`src/rtl/set_assoc_lru_miss_counter_assert.svh`:
```
// Assertion helpers for the cache tag model; expect clk and rst in scope.
`ifndef SET_ASSOC_LRU_MISS_COUNTER_ASSERT_SVH
`define SET_ASSOC_LRU_MISS_COUNTER_ASSERT_SVH

// Same-cycle implication.
`define SALMC_ASSERT_SAME(label, ante, cons, msg) \
  label: assert property (@(posedge clk) disable iff (rst) (ante) |-> (cons)) \
    else $error(msg);

// Next-cycle implication.
`define SALMC_ASSERT_NEXT(label, ante, cons, msg) \
  label: assert property (@(posedge clk) disable iff (rst) (ante) |=> (cons)) \
    else $error(msg);

`endif

```
`src/rtl/salmc_pkg.sv`:
```
package salmc_pkg;

  localparam int ADDR_W  = 32;
  localparam int COUNT_W = 32;

  localparam logic ACT_ACCESS = 1'b0;
  localparam logic ACT_CLEAR  = 1'b1;

endpackage

```
`src/rtl/salmc_req_if.sv`:
```
interface salmc_req_if;
  logic                         valid;
  logic                         ready;
  logic                         action;
  logic [salmc_pkg::ADDR_W-1:0] byte_address;

  modport source (output valid, output action, output byte_address, input ready);
  modport sink (input valid, input action, input byte_address, output ready);
endinterface

```
`src/rtl/salmc_rsp_if.sv`:
```
interface salmc_rsp_if;
  logic                          valid;
  logic                          ready;
  logic                          hit;
  logic [salmc_pkg::COUNT_W-1:0] miss_total;

  modport source (output valid, output hit, output miss_total, input ready);
  modport sink (input valid, input hit, input miss_total, output ready);
endinterface

```
`src/rtl/set_assoc_lru_miss_counter.sv`:
```
// Tag-only set-associative cache with true LRU replacement and a miss counter.
// req channel: action (access or clear) and byte_address, valid/ready.
// rsp channel: hit and miss_total, one transfer per accepted request.
// LINE_SIZE and NUM_SETS must be powers of two; NUM_WAYS is 1 to 16.
// Each set has one row in a tag memory and one in a valid/rank memory,
// both read into registers at request accept.
// A request is registered at accept, its response then in the output register.
// Throughput: one access per cycle while rsp does not stall; a write to the
// set just read is forwarded to the following access, so back-to-back hits to one set work.
// A clear responds with hit low and miss_total zero, then sweeps the
// valid/rank memory one set per cycle: req.ready stays low from the
// clear's transfer until the sweep ends.
// Reset starts the same sweep; req.ready rises when it ends.
// The response sits in an output register; while rsp.ready is low one more
// request can still be read and held, then req.ready drops until the
// response transfer frees the register.
module set_assoc_lru_miss_counter #(
  parameter int LINE_SIZE  = 64,
  parameter int NUM_SETS   = 16,
  parameter int NUM_WAYS   = 4
) (
  input  logic               clk,
  input  logic               rst,
  salmc_req_if.sink          req,
  salmc_rsp_if.source        rsp
);

  localparam int LOG_LINE = $clog2(LINE_SIZE);
  localparam int LOG_SETS = $clog2(NUM_SETS);
  localparam int SET_W    = (LOG_SETS > 0) ? LOG_SETS : 1;
  localparam int TAG_W    = salmc_pkg::ADDR_W - LOG_LINE - LOG_SETS;
  localparam int WAY_W    = (NUM_WAYS > 1) ? $clog2(NUM_WAYS) : 1;
  localparam int RANK_W   = WAY_W;
  localparam logic [salmc_pkg::ADDR_W-1:0] SET_MASK = salmc_pkg::ADDR_W'(NUM_SETS - 1);
  localparam logic [RANK_W-1:0] RANK_MAX = RANK_W'(NUM_WAYS - 1);
  localparam logic [SET_W-1:0]  SET_LAST = SET_W'(NUM_SETS - 1);

  typedef struct packed {
    logic [NUM_WAYS-1:0]             vld;
    logic [NUM_WAYS-1:0][RANK_W-1:0] rank;
  } meta_t;

  typedef logic [NUM_WAYS-1:0][TAG_W-1:0] tag_row_t;

  meta_t    meta_mem [NUM_SETS];
  tag_row_t tag_mem  [NUM_SETS];

  meta_t    meta_rd, fwd_meta, meta_cur, meta_new;
  tag_row_t tag_rd, fwd_tag, tag_cur, tag_new;
  logic     fwd;

  logic                         s1_valid, s1_clear;
  logic [SET_W-1:0]             s1_set;
  logic [TAG_W-1:0]             s1_tag;
  logic                         rsp_valid;
  logic [salmc_pkg::COUNT_W-1:0] miss_count, cnt_inc;
  logic                         clearing;
  logic [SET_W-1:0]             clr_idx;

  logic [salmc_pkg::ADDR_W-1:0] in_line;
  logic [SET_W-1:0]             in_set;
  logic [TAG_W-1:0]             in_tag;
  logic                         in_ready, in_fire, s1_fire, s1_wr;

  logic [NUM_WAYS-1:0] hit_vec;
  logic                hit_any, free_any;
  logic [WAY_W-1:0]    hit_way, free_way, old_way, sel_way;
  logic [RANK_W-1:0]   limit;

  assign in_line  = req.byte_address >> LOG_LINE;
  assign in_set   = SET_W'(in_line & SET_MASK);
  assign in_tag   = TAG_W'(in_line >> LOG_SETS);

  assign s1_fire  = s1_valid && (!rsp_valid || rsp.ready);
  assign s1_wr    = s1_fire && !s1_clear;
  assign in_ready = !clearing && (!s1_valid || (s1_fire && !s1_clear));
  assign in_fire  = req.valid && in_ready;
  assign req.ready = in_ready;

  assign meta_cur = fwd ? fwd_meta : meta_rd;
  assign tag_cur  = fwd ? fwd_tag : tag_rd;
  assign cnt_inc  = (miss_count == '1) ? miss_count : miss_count + 1'b1;

  always_comb begin
    hit_vec  = '0;
    hit_way  = '0;
    free_way = '0;
    old_way  = '0;
    for (int w = 0; w < NUM_WAYS; w++) begin
      hit_vec[w] = meta_cur.vld[w] && (tag_cur[w] == s1_tag);
    end
    for (int w = NUM_WAYS - 1; w >= 0; w--) begin
      if (hit_vec[w]) hit_way = WAY_W'(w);
      if (!meta_cur.vld[w]) free_way = WAY_W'(w);
    end
    for (int w = 0; w < NUM_WAYS; w++) begin
      if (meta_cur.rank[w] == RANK_MAX) old_way = WAY_W'(w);
    end
    hit_any  = |hit_vec;
    free_any = !(&meta_cur.vld);
    sel_way  = hit_any ? hit_way : (free_any ? free_way : old_way);
    limit    = meta_cur.rank[hit_way];

    meta_new = meta_cur;
    tag_new  = tag_cur;
    for (int w = 0; w < NUM_WAYS; w++) begin
      if (WAY_W'(w) != sel_way && meta_cur.vld[w] &&
          (!hit_any || meta_cur.rank[w] < limit)) begin
        meta_new.rank[w] = meta_cur.rank[w] + 1'b1;
      end
    end
    meta_new.rank[sel_way] = '0;
    meta_new.vld[sel_way]  = 1'b1;
    if (!hit_any) tag_new[sel_way] = s1_tag;
  end

  always_ff @(posedge clk) begin
    if (clearing) begin
      meta_mem[clr_idx] <= '0;
    end else if (s1_wr) begin
      meta_mem[s1_set] <= meta_new;
    end
    if (s1_wr) begin
      tag_mem[s1_set] <= tag_new;
    end
    if (in_fire) begin
      meta_rd  <= meta_mem[in_set];
      tag_rd   <= tag_mem[in_set];
      fwd_meta <= meta_new;
      fwd_tag  <= tag_new;
      s1_clear <= (req.action == salmc_pkg::ACT_CLEAR);
      s1_set   <= in_set;
      s1_tag   <= in_tag;
    end
    if (s1_fire) begin
      if (s1_clear) begin
        rsp.hit        <= 1'b0;
        rsp.miss_total <= '0;
      end else begin
        rsp.hit        <= hit_any;
        rsp.miss_total <= hit_any ? miss_count : cnt_inc;
      end
    end
  end

  always_ff @(posedge clk) begin
    if (rst) begin
      s1_valid   <= 1'b0;
      rsp_valid  <= 1'b0;
      fwd        <= 1'b0;
      miss_count <= '0;
      clearing   <= 1'b1;
      clr_idx    <= '0;
    end else begin
      if (in_fire) begin
        s1_valid <= 1'b1;
        fwd      <= s1_wr && (s1_set == in_set);
      end else if (s1_fire) begin
        s1_valid <= 1'b0;
      end
      if (s1_fire) begin
        rsp_valid <= 1'b1;
      end else if (rsp.ready) begin
        rsp_valid <= 1'b0;
      end
      if (s1_fire && s1_clear) begin
        miss_count <= '0;
      end else if (s1_wr && !hit_any) begin
        miss_count <= cnt_inc;
      end
      if (s1_fire && s1_clear) begin
        clearing <= 1'b1;
        clr_idx  <= '0;
      end else if (clearing) begin
        clr_idx <= clr_idx + 1'b1;
        if (clr_idx == SET_LAST) clearing <= 1'b0;
      end
    end
  end

  assign rsp.valid = rsp_valid;

`include "set_assoc_lru_miss_counter_assert.svh"

  `SALMC_ASSERT_SAME(a_no_take_in_sweep, clearing, !in_ready, "request taken during sweep")
  `SALMC_ASSERT_SAME(a_one_way_hits, s1_valid && !s1_clear, $onehot0(hit_vec), "tag in two ways")
  `SALMC_ASSERT_NEXT(a_hit_keeps_count, s1_wr && hit_any, $stable(miss_count), "hit moved count")
  `SALMC_ASSERT_NEXT(a_count_no_drop, !(s1_fire && s1_clear),
                     miss_count >= $past(miss_count), "miss count dropped without clear")
  `SALMC_ASSERT_NEXT(a_rsp_after_done, s1_fire, rsp_valid, "finished item left no response")

endmodule
```
`src/flat_wrapper.sv`:
```
// flat-port wrapper written by rule: the top's interface ports become plain ports
module set_assoc_lru_miss_counter_flat 
#(
  parameter int LINE_SIZE  = 64,
  parameter int NUM_SETS   = 16,
  parameter int NUM_WAYS   = 4
)
  (clk, rst, req_valid, req_action, req_byte_address, req_ready, rsp_valid, rsp_hit, rsp_miss_total, rsp_ready);
  salmc_req_if req_i ();
  salmc_rsp_if rsp_i ();
  input  logic clk;
  input  logic rst;
  input wire logic [$bits(req_i.valid)-1:0] req_valid;
  input wire logic [$bits(req_i.action)-1:0] req_action;
  input wire logic [$bits(req_i.byte_address)-1:0] req_byte_address;
  output wire logic [$bits(req_i.ready)-1:0] req_ready;
  output wire logic [$bits(rsp_i.valid)-1:0] rsp_valid;
  output wire logic [$bits(rsp_i.hit)-1:0] rsp_hit;
  output wire logic [$bits(rsp_i.miss_total)-1:0] rsp_miss_total;
  input wire logic [$bits(rsp_i.ready)-1:0] rsp_ready;
  assign req_i.valid = req_valid;
  assign req_i.action = req_action;
  assign req_i.byte_address = req_byte_address;
  assign req_ready = req_i.ready;
  assign rsp_valid = rsp_i.valid;
  assign rsp_hit = rsp_i.hit;
  assign rsp_miss_total = rsp_i.miss_total;
  assign rsp_i.ready = rsp_ready;
  set_assoc_lru_miss_counter #(.LINE_SIZE(LINE_SIZE), .NUM_SETS(NUM_SETS), .NUM_WAYS(NUM_WAYS)) u_core (.clk(clk), .rst(rst), .req(req_i), .rsp(rsp_i));
endmodule
```
`config.mk`:
```
export PLATFORM = sky130hd
export DESIGN_NAME = set_assoc_lru_miss_counter_flat
export DESIGN_NICKNAME = d
export VERILOG_FILES = /design/src/rtl/salmc_pkg.sv /design/src/rtl/salmc_req_if.sv /design/src/rtl/salmc_rsp_if.sv /design/src/rtl/set_assoc_lru_miss_counter.sv /design/src/flat_wrapper.sv
export VERILOG_INCLUDE_DIRS = /design/src /design/src/rtl
export SDC_FILE = /design/constraint.sdc
export NUM_CORES = 2
export LEC_CHECK = 0
export ABC_AREA = 1
export BUFFER_PORTS_ARGS = -buffer_cell sky130_fd_sc_hd__buf_2
export CAP_MARGIN = 20
export CORE_ASPECT_RATIO = 1.75
export CORE_MARGIN = 4
export CORE_UTILIZATION = 40
export CTS_CLUSTER_SIZE = 14
export DETAILED_ROUTE_END_ITERATION = 8
export PLACE_DENSITY = 0.54
export SKIP_LAST_GASP = 1
export SYNTH_ARGS = -nofsm -noshare
export SYNTH_HDL_FRONTEND = slang
export SYNTH_SLANG_ARGS = --single-unit
```
`constraint.sdc`:
```
create_clock -name clk -period 13.3 [get_ports clk]
set_input_delay 1.995 -clock clk [delete_from_list [all_inputs] [get_ports clk]]
set_output_delay 1.995 -clock clk [all_outputs]
set_load 0.02 [all_outputs]
```
==> impl_table.tex <==
\begin{tabular}{lr}
\hline
Metric & Value \\
\hline
\multicolumn{2}{l}{\textbf{Global routing}} \\
\quad Number of global-route vias before repair & 46.4k \\
\quad Largest net degree at the start of global routing & 184 \\
\quad Total grt overflow & 0 \\
\quad Wire length of the first global-routing pass & 313000 microns \\
\quad Number of antenna violations at the first check in global routing & 5 \\
\quad Total routing usage reported by global routing & 20.7\% \\
\multicolumn{2}{l}{\textbf{Synth}} \\
\quad Top-count cell post-synth & sky130\_fd\_sc\_hd\_\_edfxtp\_1 \\
\quad Cells after Synth & 6000 \\
\quad Async S/R FF share, synth & 0\% \\
\quad Area fraction in compound gates after synthesis & 10.9\% \\
\quad Dominant register cell in the synthesized netlist & sky130\_fd\_sc\_hd\_\_edfxtp\_1 \\
\quad Ranking of synthesized cells by instance count & sky130\_fd\_sc\_hd\_\_edfxtp\_1, sky130\_fd\_sc\_hd\_\_nand2\_1, sky130\_fd\_sc\_hd\_\_o21ai\_0 \\
\quad Synthesis Warnings & 0 \\
\quad Number of enable flip-flop cells after synthesis & 1860 \\
\quad Cell accounting for the most synthesized area & sky130\_fd\_sc\_hd\_\_edfxtp\_1 \\
\quad Netlist area before placement & 78500 sq um \\
\quad Number of synthesized register bits & 1900 \\
\quad Number of distinct standard cells referenced by the synthesized netlist & 44 \\
\quad Sequential area share after synthesis & 72.2\% \\
\quad Simple-gate share of the synthesized area & 6.81\% \\
\quad Number of nets produced by synthesis & 6046 \\
\quad Adder-cell share of the synthesized area & 0.144\% \\
\quad Mux share of post-synthesis cell area & 5.10\% \\
\quad Biggest area contributors in the synthesized netlist & sky130\_fd\_sc\_hd\_\_edfxtp\_1, sky130\_fd\_sc\_hd\_\_mux2i\_1, sky130\_fd\_sc\_hd\_\_o211ai\_1 \\
\quad Fraction of post-synthesis cell area in the top cell type by area & 71.2\% \\
\quad Xor/xnor cell area share of the yosys netlist & 0.513\% \\
\quad Average footprint of a synthesized cell & 13.1 sq um \\
\quad Main combinational cell family by area after synthesis & compound AO/OA/AOI/OAI gates \\
\multicolumn{2}{l}{\textbf{Detailed routing}} \\
\quad Drt initial violations & 4015 \\
\quad First-pass iteration count of the detailed router & 6 \\
\quad Wirelength, routed & 216000 microns \\
\quad Detail Route Antenna Nets & 0 \\
\quad Post-DR wirelength/cell & 24.6 microns \\
\quad Routed vias/inst & 5.43 \\
\quad Via count & 47.7k \\
\quad Residual DRC count & 0 \\
\multicolumn{2}{l}{\textbf{Place}} \\
\quad Port buffer count & 65 \\
\quad GPL Wtd Cong & 0.920 \\
\quad Half-perimeter wire length after placement & 121000 microns \\
\multicolumn{2}{l}{\textbf{Setup path}} \\
\quad Crit path buf inv count & 6 \\
\quad Startpoint of the lowest-slack register-to-register path & u\_core.fwd \\
\quad Slowest cell on the critical path & sky130\_fd\_sc\_hd\_\_buf\_4 \\
\quad Delay contributed by the slowest stage of the critical path & 0.78 ns \\
\quad Crit. End Element & flip-flop \\
\quad Endpoint of the lowest-slack register-to-register path & u\_core.tag\_mem[5][73] \\
\quad Crit path to & u\_core.tag\_rd[54] \\
\quad R2R setup slack & 7.36 ns \\
\quad Crit Path Max Fanout & 123 \\
\quad Worst path arrival time & 6.82 ns \\
\quad Number of cell instances on the worst register-to-register path & 17 \\
\quad Type of the worst setup path & input port to flip-flop \\
\quad Kind of cell adding the most delay to the critical path & buffers and inverters \\
\quad Cell-by-cell trace of the critical path & buf\_2, nor2\_1, nor2\_4, inv\_1, nor2\_1, inv\_1, a21oi\_1, nand2\_1, inv\_8, buf\_4, buf\_4 \\
\quad Data required time at the worst endpoint & 13.72 ns \\
\quad Number of logic stages on the critical path including buffering & 11 \\
\quad Critical path launch point type & input port \\
\quad Launch point of the worst path & rsp\_ready \\
\multicolumn{2}{l}{\textbf{Power and ir drop}} \\
\quad Max IR drop VDD & 0.0939 mV \\
\quad Power density over the cells & 134 nW/um\^{}2 \\
\quad Leakage power & 31.0 nW \\
\quad Design Power & 11.8 mW \\
\multicolumn{2}{l}{\textbf{STA}} \\
\quad Final worst path period share & 48.1\% \\
\quad Skew final & 0.0662 ns \\
\quad Worst-case headroom to the max-slew limit & 22.3\% \\
\quad Setup repair after global routing missed its margin & no \\
\quad Count of final setup violators & 0 \\
\quad Shortest period the worst path allows & 6.40 ns \\
\quad Final Hold Violating Endpoints & 0 \\
\quad Pins Over Slew Limit & 0 \\
\quad TNS Setup & 0 ns \\
\quad Slew at the pin with the worst max-slew slack & 1.16 ns \\
\quad Max Clk Rate & 156 MHz \\
\multicolumn{2}{l}{\textbf{Cells and area}} \\
\quad Fraction of final layout cells sized beyond drive strength 1 & 8.49\% \\
\quad Final standard cell utilization of the core & 45.1\% \\
\quad Syn-to-layout area delta & 11.8\% \\
\quad Layout net count & 6119 \\
\quad Filler instances & 17.4k \\
\multicolumn{2}{l}{\textbf{Die}} \\
\quad Width of the die & 343 microns \\
\quad Initial Util & 40.3\% \\
\quad Number of top-level design ports & 72 \\
\quad Core Region & 195000 sq um \\
\quad Number of placement rows & 214 \\
\quad Height of the chip & 594 microns \\
\quad DIE AREA & 204000 sq um \\
\multicolumn{2}{l}{\textbf{Worst hold path}} \\
\quad Hold Crit Class & flip-flop to flip-flop \\
\multicolumn{2}{l}{\textbf{Clocking}} \\
\quad TritonCTS clock tree & done \\
\quad CTS H-tree lvls & 4 \\
\quad Number of buffers on the longest clock path & 4 \\
\quad Worst-Skew Late Latency & 0.84 ns \\
\quad Count of instances resized after the clock tree is built & 0 \\
\quad TritonCTS Buffers & 184 \\
\quad Root buffer selected by CTS & sky130\_fd\_sc\_hd\_\_clkbuf\_16 \\
\quad Sinks on Clock Net & 1900 \\
\quad Hold\_buf cts & 0 \\
\quad Total setup buffers inserted after CTS & 0 \\
\quad Worst-path clk slew & 0.06 ns \\
\multicolumn{2}{l}{\textbf{Run}} \\
\quad Max-cap violations & 0 \\
\multicolumn{2}{l}{\textbf{Run status}} \\
\quad Run status & finished clean \\
\hline
\end{tabular}
flip-flops by register name, indices dropped and copies added (netlist names), 4 cells and up:
name / count
u_core.tag_rd: 88
u_core.miss_count: 32
u_core.fwd_meta: 12
u_core.fwd_tag: 88
u_core.rsp.miss_total: 32
u_core.tag_mem: 1408
u_core.clr_idx: 4
u_core.s1_tag: 22
u_core.meta_rd: 12
u_core.s1_set: 4
u_core.meta_mem: 192
through the flow:
stage	area [sq um]	cells	setup slack [ns]	hold slack, ns
3_5_place_dp	82200	8465	6.14	0.495
4_1_cts	87600	8772	6.91	0.505
2_1_floorplan	78500	6000	3.50	0.464
3_3_place_gp	82100	8460	6.20	0.483
5_1_grt	87700	8787	6.58	0.540
6_report	87700	8787	6.90	0.507
area by class of cell:
cell class,instances,area (sq um),share of cell area [%]
antenna,1,2.50,0.00285
clock buffer,230,4840,5.52
clock inverter,77,579,0.660
inverter,557,2120,2.41
multi-input combinational,3200,18600,21.1
sequential,1900,56700,64.6
tap,2592,3240,3.70
timing repair buffer,230,1740,1.98
routing by layer:
layer / routed length (microns) / share of wire [%] / vias to the layer above / global-route usage, %
li1: - / - / 22100 / -
met1: 86000 / 40 / 24000 / 25.6
met2: 114000 / 53 / 1245 / 38.0
met3: 9700 / 4.5 / 328 / 2.09
met4: 6640 / 3.1 / 0 / 6.07
met5: 0 / 0 / - / 0
cells by family after synthesis:
| group | count (synthesis) |
|---|---|
| fa+ha+maj | 9 |
| mux | 400 |
| buf+inv | 900 |
| compound gates | 1486 |
| simple gates | 1259 |
| xor+xnor | 46 |
| flops | 1900 |
worst min-delay path, cell delays in order, from the launching register on:
cell                       delay, ns
sky130_fd_sc_hd__dfxtp_1        0.32
sky130_fd_sc_hd__nor2_1         0.10
sky130_fd_sc_hd__a211oi_1       0.05
how the worst min path moves through the flow:
stage                          start                     to  slack [ns]  depth (start not counted)
3_3_place_gp       u_core.clr_idx[2]      u_core.clr_idx[2]        0.48                          2
3_5_place_dp   u_core.miss_count[17]  u_core.miss_count[17]        0.50                          2
5_1_grt        u_core.miss_count[24]  u_core.miss_count[24]        0.54                          2
4_1_cts        u_core.miss_count[17]  u_core.miss_count[17]        0.50                          2
2_1_floorplan        u_core.s1_valid        u_core.s1_valid        0.46                          2
6_report       u_core.miss_count[24]  u_core.miss_count[24]        0.51                          2
report_power, final:
group          switching, mW  leakage (nW)  internal (mW)
combinational          0.289          11.3          0.130
sequential           0.00286          17.2           6.49
clock                   2.18          2.63           2.70
total                   2.47          31.1           9.32
layout by cell type, fill, tap and decap left out, drive strengths merged, types with 13 or more instances in the layout:
master / n
nand3: 280
inv: 554
nor2: 146
xor2: 43
nor4: 15
clkinv: 66
nor3: 16
clkbuf: 230
buf: 230
nand4: 40
nand2: 742
o21ai: 606
o211ai: 401
a21oi: 446
mux2i: 400
a211oi: 13
dfxtp: 40
o22ai: 13
edfxtp: 1860
(Power assumes the default switching activity.)
